File: src/rtl/core/dcfb_pkg.sv
// ----------------------------------------------------------------------------
// dcfb_pkg: shared types and constants of the daisy-chain frame builder
// Command codes, register indexes, the job record passed from front to back,
// and the reflected CRC-8 byte step.
// ----------------------------------------------------------------------------
package dcfb_pkg;

   typedef enum logic [2:0] {
      CMD_ENUMERATE    = 3'd0,
      CMD_WRITE_BCAST  = 3'd1,
      CMD_WRITE_DEVICE = 3'd2,
      CMD_READ_BCAST   = 3'd3,
      CMD_READ_DEVICE  = 3'd4,
      CMD_RESPONSE     = 3'd5
   } cmd_type;

   typedef enum logic [2:0] {
      REG_LOAD_QUEUE   = 3'd0,
      REG_HELLO        = 3'd1,
      REG_WRITE_ALL    = 3'd2,
      REG_READ_ALL     = 3'd3,
      REG_MODULE_COUNT = 3'd4
   } reg_index_type;

   localparam int unsigned QUEUE_DEPTH = 4;
   localparam int unsigned JOB_BYTES   = 8;
   localparam int unsigned SENT_BYTES  = 5;

   localparam logic [7:0] CRC_POLY          = 8'hB2;
   localparam logic [2:0] DEV_WRITE_TAG     = 3'b100;
   localparam logic [2:0] DEV_READ_TAG      = 3'b101;
   localparam logic [7:0] HELLO_LEN         = 8'd3;
   localparam logic [7:0] WRITE_LEN         = 8'd6;
   localparam logic [7:0] READ_DEVICE_LEN   = 8'd7;
   localparam logic [7:0] READ_ALL_BASE_LEN = 8'd5;
   localparam logic [2:0] HELLO_LAST        = 3'd4;
   localparam logic [2:0] WRITE_LAST        = 3'd7;
   localparam logic [2:0] READ_LAST         = 3'd6;
   localparam logic [6:0] POS_MAX           = 7'd127;
   localparam logic [6:0] POS_CAPTURE       = 7'd2;
   localparam logic [6:0] POS_ECHO_END      = 7'd5;

   localparam logic [7:0] RESET_LOAD_QUEUE  = 8'd192;
   localparam logic [7:0] RESET_HELLO       = 8'd87;
   localparam logic [7:0] RESET_WRITE_ALL   = 8'd2;
   localparam logic [7:0] RESET_READ_ALL    = 8'd3;
   localparam logic [4:0] RESET_MODULE_CNT  = 5'd1;

   typedef struct packed {
      logic [7:0] load_queue_opcode;
      logic [7:0] hello_opcode;
      logic [7:0] write_all_opcode;
      logic [7:0] read_all_opcode;
      logic [4:0] module_count;
   } cfg_type;

   // One unit of output work: a whole frame or one check report
   typedef struct packed {
      logic                           is_report;
      logic [JOB_BYTES-1:0][7:0]      frame_bytes;
      logic [2:0]                     last_index;
      logic                           echo_ok;
      logic                           crc_ok;
      logic                           alive_ok;
      logic [7:0]                     found_count;
   } job_type;

   typedef struct packed {
      logic       result_kind;
      logic [7:0] frame_byte;
      logic       frame_last;
      logic       echo_ok;
      logic       crc_ok;
      logic       alive_ok;
      logic [7:0] found_count;
   } result_type;

   // Reflected CRC-8, LSB first
   function automatic logic [7:0] crc_byte(input logic [7:0] crc, input logic [7:0] data);
      logic [7:0] c;
      c = crc ^ data;
      for (int k = 0; k < 8; k++) begin
         c = c[0] ? ((c >> 1) ^ CRC_POLY) : (c >> 1);
      end
      return c;
   endfunction

endpackage

File: src/rtl/core/dcfb_front.sv
// ----------------------------------------------------------------------------
// dcfb_front: request intake and classification
// Builds frames for commands, tracks response checks, and pushes one job
// per frame or report into the queue.
// ----------------------------------------------------------------------------
module dcfb_front (
   input  logic                clock,
   input  logic                reset,
   input  dcfb_pkg::cfg_type   cfg,
   input  logic                req_valid,
   input  logic                req_stall,
   input  logic [2:0]          req_cmd,
   input  logic [7:0]          req_reg_address,
   input  logic [15:0]         req_write_value,
   input  logic [4:0]          req_module_index,
   input  logic [7:0]          req_resp_byte,
   input  logic                req_resp_last,
   output logic                push,
   output dcfb_pkg::job_type   job
);

   dcfb_pkg::cmd_type pending_ff, pending_in;
   logic [7:0]        sent_ff [dcfb_pkg::SENT_BYTES];
   logic [7:0]        sent_in [dcfb_pkg::SENT_BYTES];
   logic              sent_we;
   logic [6:0]        pos_ff, pos_in;
   logic [7:0]        crc_ff, crc_in;
   logic [7:0]        dly0_ff, dly0_in;
   logic [7:0]        dly1_ff, dly1_in;
   logic              echo_ff, echo_in;
   logic [7:0]        hello_ff, hello_in;

   logic              accept;
   logic [7:0]        m0;
   logic [7:0]        crc_w;
   logic [7:0]        crc_r;
   logic [7:0]        read_len;
   logic [7:0]        expect_alive;
   logic              echo_new;
   logic [7:0]        crc_new;
   logic [7:0]        hello_new;

   assign accept = req_valid && !req_stall;

   // Module command byte of the request on the port, and the frame CRCs
   always_comb begin
      unique case (req_cmd)
         dcfb_pkg::CMD_ENUMERATE:    m0 = cfg.hello_opcode;
         dcfb_pkg::CMD_WRITE_BCAST:  m0 = cfg.write_all_opcode;
         dcfb_pkg::CMD_WRITE_DEVICE: m0 = {req_module_index, dcfb_pkg::DEV_WRITE_TAG};
         dcfb_pkg::CMD_READ_BCAST:   m0 = cfg.read_all_opcode;
         dcfb_pkg::CMD_READ_DEVICE:  m0 = {req_module_index, dcfb_pkg::DEV_READ_TAG};
         default:                    m0 = 8'd0;
      endcase
      crc_w = dcfb_pkg::crc_byte(8'd0, m0);
      crc_w = dcfb_pkg::crc_byte(crc_w, req_reg_address);
      crc_w = dcfb_pkg::crc_byte(crc_w, req_write_value[7:0]);
      crc_w = dcfb_pkg::crc_byte(crc_w, req_write_value[15:8]);
      crc_r = dcfb_pkg::crc_byte(8'd0, m0);
      crc_r = dcfb_pkg::crc_byte(crc_r, req_reg_address);
      crc_r = dcfb_pkg::crc_byte(crc_r, 8'd0);
   end

   assign read_len = dcfb_pkg::READ_ALL_BASE_LEN + {2'b00, cfg.module_count, 1'b0};

   // Response byte updates, before the last-byte decision
   always_comb begin
      echo_new = echo_ff;
      if (pos_ff < dcfb_pkg::POS_ECHO_END) begin
         if (req_resp_byte != sent_ff[pos_ff[2:0]]) begin
            echo_new = 1'b0;
         end
      end
      hello_new = (pos_ff == dcfb_pkg::POS_CAPTURE) ? req_resp_byte : hello_ff;
      crc_new   = (pos_ff >= dcfb_pkg::POS_CAPTURE) ? dcfb_pkg::crc_byte(crc_ff, dly1_ff)
                                                    : crc_ff;
      expect_alive = (pending_ff == dcfb_pkg::CMD_WRITE_DEVICE ||
                      pending_ff == dcfb_pkg::CMD_READ_DEVICE) ? 8'd1
                                                               : {3'b000, cfg.module_count};
   end

   always_comb begin
      pending_in = pending_ff;
      pos_in     = pos_ff;
      crc_in     = crc_ff;
      dly0_in    = dly0_ff;
      dly1_in    = dly1_ff;
      echo_in    = echo_ff;
      hello_in   = hello_ff;
      sent_we    = 1'b0;
      for (int i = 0; i < dcfb_pkg::SENT_BYTES; i++) begin
         sent_in[i] = 8'd0;
      end
      push = 1'b0;
      job  = '0;
      if (accept) begin
         unique case (req_cmd)
            dcfb_pkg::CMD_ENUMERATE: begin
               sent_in[0] = m0;
               job.frame_bytes[0] = cfg.load_queue_opcode;
               job.frame_bytes[1] = dcfb_pkg::HELLO_LEN;
               job.frame_bytes[2] = m0;
               job.last_index = dcfb_pkg::HELLO_LAST;
            end
            dcfb_pkg::CMD_WRITE_BCAST, dcfb_pkg::CMD_WRITE_DEVICE: begin
               sent_in[0] = m0;
               sent_in[1] = req_reg_address;
               sent_in[2] = req_write_value[7:0];
               sent_in[3] = req_write_value[15:8];
               sent_in[4] = crc_w;
               job.frame_bytes[0] = cfg.load_queue_opcode;
               job.frame_bytes[1] = dcfb_pkg::WRITE_LEN;
               job.frame_bytes[2] = m0;
               job.frame_bytes[3] = req_reg_address;
               job.frame_bytes[4] = req_write_value[7:0];
               job.frame_bytes[5] = req_write_value[15:8];
               job.frame_bytes[6] = crc_w;
               job.last_index = dcfb_pkg::WRITE_LAST;
            end
            dcfb_pkg::CMD_READ_BCAST, dcfb_pkg::CMD_READ_DEVICE: begin
               sent_in[0] = m0;
               sent_in[1] = req_reg_address;
               sent_in[3] = crc_r;
               job.frame_bytes[0] = cfg.load_queue_opcode;
               job.frame_bytes[1] = (req_cmd == dcfb_pkg::CMD_READ_BCAST) ? read_len
                                                              : dcfb_pkg::READ_DEVICE_LEN;
               job.frame_bytes[2] = m0;
               job.frame_bytes[3] = req_reg_address;
               job.frame_bytes[5] = crc_r;
               job.last_index = dcfb_pkg::READ_LAST;
            end
            dcfb_pkg::CMD_RESPONSE: begin
               echo_in  = echo_new;
               hello_in = hello_new;
               crc_in   = crc_new;
               if (!req_resp_last) begin
                  dly1_in = dly0_ff;
                  dly0_in = req_resp_byte;
                  if (pos_ff < dcfb_pkg::POS_MAX) begin
                     pos_in = pos_ff + 7'd1;
                  end
               end
            end
            default: begin
            end
         endcase

         // Commands: store module bytes, take new kind, clear accumulators
         if (req_cmd <= dcfb_pkg::CMD_READ_DEVICE) begin
            sent_we    = 1'b1;
            pending_in = dcfb_pkg::cmd_type'(req_cmd);
            push       = 1'b1;
         end

         // Last response byte: report against the pending kind
         if (req_cmd == dcfb_pkg::CMD_RESPONSE && req_resp_last) begin
            push = 1'b1;
            job.is_report = 1'b1;
            priority if (pending_ff == dcfb_pkg::CMD_ENUMERATE) begin
               job.found_count = hello_new;
            end else if (pending_ff == dcfb_pkg::CMD_WRITE_BCAST ||
                         pending_ff == dcfb_pkg::CMD_WRITE_DEVICE) begin
               job.echo_ok  = echo_new && (pos_ff >= dcfb_pkg::POS_ECHO_END);
               job.alive_ok = (req_resp_byte == expect_alive);
            end else begin
               job.crc_ok   = (crc_new == dly0_ff);
               job.alive_ok = (req_resp_byte == expect_alive);
            end
         end

         if (push) begin
            pos_in   = '0;
            crc_in   = '0;
            dly0_in  = '0;
            dly1_in  = '0;
            echo_in  = 1'b1;
            hello_in = '0;
         end
      end
   end

   always_ff @(posedge clock) begin
      if (reset) begin
         pending_ff <= dcfb_pkg::CMD_ENUMERATE;
         pos_ff     <= '0;
         crc_ff     <= '0;
         dly0_ff    <= '0;
         dly1_ff    <= '0;
         echo_ff    <= 1'b1;
         hello_ff   <= '0;
      end else begin
         pending_ff <= pending_in;
         pos_ff     <= pos_in;
         crc_ff     <= crc_in;
         dly0_ff    <= dly0_in;
         dly1_ff    <= dly1_in;
         echo_ff    <= echo_in;
         hello_ff   <= hello_in;
      end
   end

   always_ff @(posedge clock) begin
      if (sent_we) begin
         sent_ff <= sent_in;
      end
   end

endmodule

File: src/rtl/core/dcfb_queue.sv
// ----------------------------------------------------------------------------
// dcfb_queue: job queue between front and back
// Small circular buffer; full stops the front, empty idles the back.
// ----------------------------------------------------------------------------
module dcfb_queue #(
   parameter int unsigned DEPTH = dcfb_pkg::QUEUE_DEPTH
) (
   input  logic                clock,
   input  logic                reset,
   input  logic                push,
   input  dcfb_pkg::job_type   push_job,
   input  logic                pop,
   output logic                full,
   output logic                head_valid,
   output dcfb_pkg::job_type   head_job
);

   localparam int unsigned PTR_W = (DEPTH > 1) ? $clog2(DEPTH) : 1;
   localparam int unsigned CNT_W = $clog2(DEPTH + 1);

   dcfb_pkg::job_type  slot_ff [DEPTH];
   logic [PTR_W-1:0]   wr_ff, wr_in;
   logic [PTR_W-1:0]   rd_ff, rd_in;
   logic [CNT_W-1:0]   count_ff, count_in;
   logic               do_push;
   logic               do_pop;

   assign full       = (count_ff == CNT_W'(DEPTH));
   assign head_valid = (count_ff != '0);
   assign head_job   = slot_ff[rd_ff];
   assign do_push    = push && !full;
   assign do_pop     = pop && head_valid;

   always_comb begin
      wr_in    = wr_ff;
      rd_in    = rd_ff;
      count_in = count_ff;
      if (do_push) begin
         wr_in = (wr_ff == PTR_W'(DEPTH - 1)) ? '0 : wr_ff + 1'b1;
      end
      if (do_pop) begin
         rd_in = (rd_ff == PTR_W'(DEPTH - 1)) ? '0 : rd_ff + 1'b1;
      end
      if (do_push && !do_pop) begin
         count_in = count_ff + 1'b1;
      end else if (do_pop && !do_push) begin
         count_in = count_ff - 1'b1;
      end
   end

   always_ff @(posedge clock) begin
      if (reset) begin
         wr_ff    <= '0;
         rd_ff    <= '0;
         count_ff <= '0;
      end else begin
         wr_ff    <= wr_in;
         rd_ff    <= rd_in;
         count_ff <= count_in;
      end
   end

   always_ff @(posedge clock) begin
      if (do_push) begin
         slot_ff[wr_ff] <= push_job;
      end
   end

endmodule

File: src/rtl/core/dcfb_back.sv
// ----------------------------------------------------------------------------
// dcfb_back: job execution and result output
// Walks each frame one byte per cycle, or sends a report, into an output
// register that is held while the result side stalls.
// ----------------------------------------------------------------------------
module dcfb_back (
   input  logic                  clock,
   input  logic                  reset,
   input  logic                  head_valid,
   input  dcfb_pkg::job_type     head_job,
   output logic                  pop,
   output logic                  rsp_valid,
   input  logic                  rsp_stall,
   output dcfb_pkg::result_type  rsp
);

   dcfb_pkg::job_type    cur_ff, cur_in;
   logic                 cur_valid_ff, cur_valid_in;
   logic [2:0]           idx_ff, idx_in;
   logic                 out_valid_ff, out_valid_in;
   dcfb_pkg::result_type out_ff, out_in;
   logic                 out_free;
   logic                 advance;
   logic                 done;
   logic                 load_cur;

   assign out_free = !out_valid_ff || !rsp_stall;
   assign advance  = cur_valid_ff && out_free;
   assign done     = advance && (cur_ff.is_report || idx_ff == cur_ff.last_index);
   assign load_cur = !cur_valid_ff || done;
   assign pop      = load_cur && head_valid;

   always_comb begin
      cur_in       = cur_ff;
      cur_valid_in = cur_valid_ff;
      idx_in       = idx_ff;
      out_valid_in = out_valid_ff && rsp_stall;
      out_in       = out_ff;
      if (advance) begin
         out_valid_in = 1'b1;
         out_in       = '0;
         if (cur_ff.is_report) begin
            out_in.result_kind = 1'b1;
            out_in.echo_ok     = cur_ff.echo_ok;
            out_in.crc_ok      = cur_ff.crc_ok;
            out_in.alive_ok    = cur_ff.alive_ok;
            out_in.found_count = cur_ff.found_count;
         end else begin
            out_in.frame_byte = cur_ff.frame_bytes[idx_ff];
            out_in.frame_last = (idx_ff == cur_ff.last_index);
         end
         idx_in = idx_ff + 3'd1;
      end
      // Take the next job with no gap behind the finished one
      if (load_cur) begin
         cur_valid_in = head_valid;
         cur_in       = head_job;
         idx_in       = '0;
      end
   end

   always_ff @(posedge clock) begin
      if (reset) begin
         cur_valid_ff <= 1'b0;
         out_valid_ff <= 1'b0;
         idx_ff       <= '0;
      end else begin
         cur_valid_ff <= cur_valid_in;
         out_valid_ff <= out_valid_in;
         idx_ff       <= idx_in;
      end
   end

   always_ff @(posedge clock) begin
      cur_ff <= cur_in;
      out_ff <= out_in;
   end

   assign rsp_valid = out_valid_ff;
   assign rsp       = out_ff;

endmodule

File: src/rtl/core/daisy_chain_frame_build_check_top.sv
// ----------------------------------------------------------------------------
// daisy_chain_frame_build_check_top: daisy-chain frame builder and checker
// Builds outgoing battery-monitor chain frames and checks their responses.
// ----------------------------------------------------------------------------
// A request is accepted on any cycle where req_valid is high and req_stall is
// low. Commands hello-all, write-all, write-device, read-all and read-device
// each produce one outgoing frame (load-queue byte, length byte, module bytes
// with reflected CRC-8 on writes and reads, alive seed) of 5, 8 or 7 result
// items; response bytes (cmd 5) are taken one per cycle while the queue is not
// full, and the byte marked last produces a single check report. The front
// takes one request every cycle while the queue is not full; the result port
// delivers one item per cycle unless stalled, so a stream of commands is paced
// by the frame length through a queue of QUEUE_DEPTH jobs. With nothing
// stalled, the first result item of a request passes the queue slot, the
// current-job register and the output register before the result port.
// Configure the registers over the APB port only while the block is idle.
// ----------------------------------------------------------------------------
module daisy_chain_frame_build_check_top #(
   parameter int unsigned QUEUE_DEPTH = dcfb_pkg::QUEUE_DEPTH
) (
   input  logic        clock,
   input  logic        reset,
   // request channel
   input  logic        req_valid,
   output logic        req_stall,
   input  logic [2:0]  req_cmd,
   input  logic [7:0]  req_reg_address,
   input  logic [15:0] req_write_value,
   input  logic [4:0]  req_module_index,
   input  logic [7:0]  req_resp_byte,
   input  logic        req_resp_last,
   // result channel
   output logic        rsp_valid,
   input  logic        rsp_stall,
   output logic        rsp_result_kind,
   output logic [7:0]  rsp_frame_byte,
   output logic        rsp_frame_last,
   output logic        rsp_echo_ok,
   output logic        rsp_crc_ok,
   output logic        rsp_alive_ok,
   output logic [7:0]  rsp_found_count,
   // configuration port
   input  logic        psel,
   input  logic        penable,
   input  logic        pwrite,
   input  logic [4:0]  paddr,
   input  logic [31:0] pwdata,
   output logic [31:0] prdata,
   output logic        pready
);

   dcfb_pkg::cfg_type    cfg_ff, cfg_in;
   dcfb_pkg::job_type    push_job;
   dcfb_pkg::job_type    head_job;
   dcfb_pkg::result_type rsp;
   logic                 push;
   logic                 pop;
   logic                 queue_full;
   logic                 head_valid;
   logic                 cfg_write;
   dcfb_pkg::reg_index_type reg_sel;

   // Registers sit at byte address 4*index; low two address bits are ignored
   assign pready    = 1'b1;
   assign reg_sel   = dcfb_pkg::reg_index_type'(paddr[4:2]);
   assign cfg_write = psel && penable && pwrite && pready;

   always_comb begin
      cfg_in = cfg_ff;
      if (cfg_write) begin
         unique case (reg_sel)
            dcfb_pkg::REG_LOAD_QUEUE:   cfg_in.load_queue_opcode = pwdata[7:0];
            dcfb_pkg::REG_HELLO:        cfg_in.hello_opcode      = pwdata[7:0];
            dcfb_pkg::REG_WRITE_ALL:    cfg_in.write_all_opcode  = pwdata[7:0];
            dcfb_pkg::REG_READ_ALL:     cfg_in.read_all_opcode   = pwdata[7:0];
            dcfb_pkg::REG_MODULE_COUNT: cfg_in.module_count      = pwdata[4:0];
            default: begin
            end
         endcase
      end
   end

   // Read back, zero-extended
   always_comb begin
      unique case (reg_sel)
         dcfb_pkg::REG_LOAD_QUEUE:   prdata = {24'd0, cfg_ff.load_queue_opcode};
         dcfb_pkg::REG_HELLO:        prdata = {24'd0, cfg_ff.hello_opcode};
         dcfb_pkg::REG_WRITE_ALL:    prdata = {24'd0, cfg_ff.write_all_opcode};
         dcfb_pkg::REG_READ_ALL:     prdata = {24'd0, cfg_ff.read_all_opcode};
         dcfb_pkg::REG_MODULE_COUNT: prdata = {27'd0, cfg_ff.module_count};
         default:                    prdata = 32'd0;
      endcase
   end

   always_ff @(posedge clock) begin
      if (reset) begin
         cfg_ff.load_queue_opcode <= dcfb_pkg::RESET_LOAD_QUEUE;
         cfg_ff.hello_opcode      <= dcfb_pkg::RESET_HELLO;
         cfg_ff.write_all_opcode  <= dcfb_pkg::RESET_WRITE_ALL;
         cfg_ff.read_all_opcode   <= dcfb_pkg::RESET_READ_ALL;
         cfg_ff.module_count      <= dcfb_pkg::RESET_MODULE_CNT;
      end else begin
         cfg_ff <= cfg_in;
      end
   end

   // Hold requests off while the job queue is full
   assign req_stall = queue_full;

   dcfb_front u_front (
      .clock            (clock),
      .reset            (reset),
      .cfg              (cfg_ff),
      .req_valid        (req_valid),
      .req_stall        (req_stall),
      .req_cmd          (req_cmd),
      .req_reg_address  (req_reg_address),
      .req_write_value  (req_write_value),
      .req_module_index (req_module_index),
      .req_resp_byte    (req_resp_byte),
      .req_resp_last    (req_resp_last),
      .push             (push),
      .job              (push_job)
   );

   dcfb_queue #(
      .DEPTH (QUEUE_DEPTH)
   ) u_queue (
      .clock      (clock),
      .reset      (reset),
      .push       (push),
      .push_job   (push_job),
      .pop        (pop),
      .full       (queue_full),
      .head_valid (head_valid),
      .head_job   (head_job)
   );

   dcfb_back u_back (
      .clock      (clock),
      .reset      (reset),
      .head_valid (head_valid),
      .head_job   (head_job),
      .pop        (pop),
      .rsp_valid  (rsp_valid),
      .rsp_stall  (rsp_stall),
      .rsp        (rsp)
   );

   // Fan out the result record onto the per-field ports
   assign rsp_result_kind = rsp.result_kind;
   assign rsp_frame_byte  = rsp.frame_byte;
   assign rsp_frame_last  = rsp.frame_last;
   assign rsp_echo_ok     = rsp.echo_ok;
   assign rsp_crc_ok      = rsp.crc_ok;
   assign rsp_alive_ok    = rsp.alive_ok;
   assign rsp_found_count = rsp.found_count;

endmodule

File: config.mk
export PLATFORM = sky130hd
export DESIGN_NAME = daisy_chain_frame_build_check_top
export DESIGN_NICKNAME = d
export VERILOG_FILES = /design/src/rtl/core/dcfb_pkg.sv /design/src/rtl/core/dcfb_front.sv /design/src/rtl/core/dcfb_queue.sv /design/src/rtl/core/dcfb_back.sv /design/src/rtl/core/daisy_chain_frame_build_check_top.sv
export SDC_FILE = /design/constraint.sdc
export NUM_CORES = 1
export LEC_CHECK = 0
export ABC_AREA = 1
export BUFFER_PORTS_ARGS = -buffer_cell sky130_fd_sc_hd__buf_4
export CORE_ASPECT_RATIO = 2
export CORE_UTILIZATION = 60
export DETAILED_ROUTE_END_ITERATION = 6
export HOLD_SLACK_MARGIN = 0.03
export PLACE_DENSITY = 0.79
export SYNTH_ARGS = -nofsm -noshare
export SYNTH_HDL_FRONTEND = slang
export SYNTH_SLANG_ARGS = --single-unit
File: constraint.sdc
create_clock -name clock -period 11.8 [get_ports clock]
set_input_delay 2.36 -clock clock [delete_from_list [all_inputs] [get_ports clock]]
set_output_delay 2.36 -clock clock [all_outputs]
set_load 0.01 [all_outputs]
==> out/results.env <==
FF2FF_PATH_DEPTH=9
TRACK_USAGE_PCT=29.89
SYNTH_CELL_TYPE_COUNT=51
CRITICAL_PATH.SLOWEST_CELL='sky130_fd_sc_hd__nor2_1'
P_LEAK_nW=9.898
CTS_ROOT_BUF='sky130_fd_sc_hd__clkbuf_16'
DOMINANTREGCELLSYNTH='sky130_fd_sc_hd__edfxtp_1'
CTS_TREE='done'
GLOBAL_ROUTE_WIRE_LENGTH_BEFORE_REPAIR_UM=89150
FIN_SETUP_TNS_PS=0
CP-STARTPOINT='req_cmd[0]'
GRT_REMAINING_OVERFLOW=0
GRT_PASS1_VIAS=16930
ANTENNA_FOUND_INITIAL=0
TOTALWIRELENGTH_UM=57930
PORT-BUFFER-COUNT=89
SYN-INSTANCE-COUNT=2296
VIAS_PER_CELL=6.115
PATH_MAX_FANOUT=12
FMAXACHIEVABLE_MHz=136.8
DIE_AREA_UM2=39230
NUM_VIAS=17350
MOST-COMMON-LAYOUT-CELLS='411 x sky130_fd_sc_hd__edfxtp_1, 378 x sky130_fd_sc_hd__nor2_1, 320 x sky130_fd_sc_hd__nand2_1'
WORSTREG2REGSTART='u_front.pos_ff[0]'
RELSLEWSLACK_PCT=24.58
TOTAL_POWER_W=0.006214
FINAL_CELL_COUNT_NO_FILL=2837
DIE_H_UM=279.1
IRDROPWORSTVDD_mV=0.2896
FINALMAXSLEWVIOLATIONS=0
SYNTH_EDF_COUNT=411
LAYOUT-DRIVE-GT1-SHARE_PCT=11.92
NUM_ANTENNA_CELLS=0
DP.CELLS=2766
FIN_WORST_SKEW_PS=20.48
FIN_UTIL_PCT=66.73
FLOORPLAN.INITIALDENSITY_PCT=60.76
SETUP.WORST_PATH.END='u_queue.slot_ff[1][63]'
SEQ_AREA_FRAC_SYNTH_PCT=61.57
PATH_CLASS='in2reg'
FINAL.PERIOD_UTILIZATION_PCT=61.95
TIMING.CRITICAL_PATH.REQUIRED_PS=12130
HOLDCRITPATHCLASS='reg2reg'
ASYNCSETRESETFLOPFRACSYNTH_PCT=0
CLOCK-SINKS=503
PLACEMENT_ROWS=101
NETLIST_AREA_UM2=23040
CTS_HOLD_BUFFERS=0
POST-ROUTE-MIN-PERIOD_PS=7310
UNREPAIRED_SETUP_ENDPOINTS_AFTER_GLOBAL_ROUTING='false'
RESULT_OF_THE_RUN='finished clean'
SETUP_VIOL=0
MAX_STAGE_DELAY_PS=730
WORST-R2R-SETUP-SLACK_PS=7130
CLK_PIN_SLEW_PS=70
DPL_HPWL_UM=38530
POST_CTS_RESIZED=0
CLK-INSERTION-DELAY-LATE_PS=560
MAX_CAP_VIOLATIONS=0
WORSTPATHARRIVAL_PS=7640
DRTANTENNAVIOLNETS=0
LAYOUT-AREA-OVERHEAD-VS-SYNTH_PCT=9.815
AVGROUTEDWIREPERCELL_UM=20.42
YOSYSWARNINGCOUNT=0
WORST_PIN_SLEW_PS=1121
POWER.DENSITY_nW_PER_UM2=245.7
DIE_W_UM=140.6
CTS_HTREE_LEVELS=2
GRT_START_MAX_NET_PINS=100
IOPINCOUNT=141
POSTCTSSETUPBUFFERS=0
MAXIMUM_ROOT_TO_SINK_BUFFER_COUNT=3
FINALHOLDVIOLCOUNT=0
MOSTFREQUENTLAYOUTCELL='sky130_fd_sc_hd__edfxtp_1'
DETAIL_ROUTE.DRC_VIOLATIONS=0
SYNTH_SEQ_CELLS=503
FINAL_NETS=2443
SETUP.WORST_PATH.END_CLASS='flip-flop'
CRITPATHLAUNCHTYPE='primary input'
WORST_PATH_MOST_REPEATED_CELL='sky130_fd_sc_hd__nand2_1'
CTS_MADE_BUFFERS=41
REGTOREGENDPOINT='u_queue.slot_ff[1][9]'
POSTSYNTHAREAPERCELL_UM2=10.03
DR.FIRST_ITER.DRC_COUNT=1591
FILL_CELLS=2856
DRTPASS1ITERATIONS=5
GP_CONGESTION=0.8972
DESIGN.CORE.AREA_UM2=37910
==> through the flow <==
| stage | setup WS (ps) | hold slack, ps | area (um2) |
|---|---|---|---|
| 6_report | 4490 | 486.6 | 25300 |
| 4_1_cts | 4652 | 485.8 | 25300 |
| 3_5_place_dp | 4090 | 472.9 | 23980 |
| 5_1_grt | 4097 | 511.9 | 25300 |
| 2_1_floorplan | 5182 | 444.5 | 23120 |
| 3_3_place_gp | 4205 | 465.5 | 23980 |
==> sequential cells by signal (all words and copies together), names as in the netlist, 2 cells and up <==
register            count
u_front.crc_ff          8
u_back.cur_ff          70
u_queue.rd_ff           2
u_queue.slot_ff       280
u_front.dly0_ff         8
u_front.sent_ff        40
u_front.hello_ff        8
u_front.pending_ff      3
u_queue.count_ff        3
u_back.rsp             21
u_back.idx_ff           3
cfg_ff                 37
u_front.pos_ff          7
u_front.dly1_ff         8
u_queue.wr_ff           2
==> report_power, final <==
part / internal, W / switching, W / leakage [nW]
clock network: 0.000741 / 0.000620 / 0.637
registers: 0.00234 / 0.000135 / 4.82
logic: 0.000726 / 0.00166 / 4.45
total: 0.00380 / 0.00241 / 9.90
==> Yosys cell counts (all sizes together) (11+ instances only) <==
cell / instances / area, um2
edfxtp: 411 / 12340
nor2: 391 / 1508
nand2: 365 / 1493
o21ai: 223 / 1116
nand3: 179 / 1049
inv: 156 / 585.6
clkbuf: 93 / 349.1
dfxtp: 92 / 1842
o22ai: 83 / 519.3
a21oi: 62 / 310.3
xor2: 35 / 314.1
buf: 32 / 234.0
xnor2: 29 / 261.5
nor3: 28 / 140.1
a22oi: 20 / 150.1
ha: 11 / 137.6
o32ai: 11 / 96.34
==> routing by layer <==
| metal | GRT usage (%) | wire, um | vias to the layer above |
|---|---|---|---|
| met3 | 2.641 | 3325 | 175 |
| met5 | 0 | 0 | - |
| met2 | 54.95 | 30570 | 751 |
| met1 | 33.58 | 20710 | 8386 |
| met4 | 17.50 | 3335 | 0 |
| li1 | - | - | 8037 |
==> cell families after synthesis <==
logic type,share of synthesized area (%)
DFF,61.57
AOI/OAI and AO/OA,11.18
muxes,0.1304
adders and majority gates,0.6844
xor gates and xnor gates,2.499
other,0.03260
buffers and inverters,5.154
and+or+nand+nor,18.75
==> worst min-delay path by stage <==
stage	to	from	slack (ps)	cells after the start
finish	cfg_ff[29]	cfg_ff[29]	490	2
global route	u_front.echo_ff	u_front.echo_ff	510	2
CTS	cfg_ff[29]	cfg_ff[29]	490	2
detailed placement	cfg_ff[29]	cfg_ff[29]	470	2
global placement	u_back.rsp_valid	u_back.cur_valid_ff	470	2
floorplan	cfg_ff[20]	cfg_ff[20]	440	2
==> area by class of cell <==
type	instances	area [um2]	share of cell area (%)
flip-flops and latches	503	14190	56.09
multi-input cells	1530	7789	30.79
clock buffers	49	1109	4.382
repair buffers	109	818.3	3.235
inverters	161	605.6	2.394
well taps	463	579.3	2.290
clock inverters	22	207.7	0.8210
==> worst max-delay path: cells and delay by family <==
family / cells / cell delay, ps
and+or+nand+nor: 30 / 4480
xor gates and xnor gates: 1 / 310
buffers and inverters: 4 / 460
(Power assumes the default switching activity.)
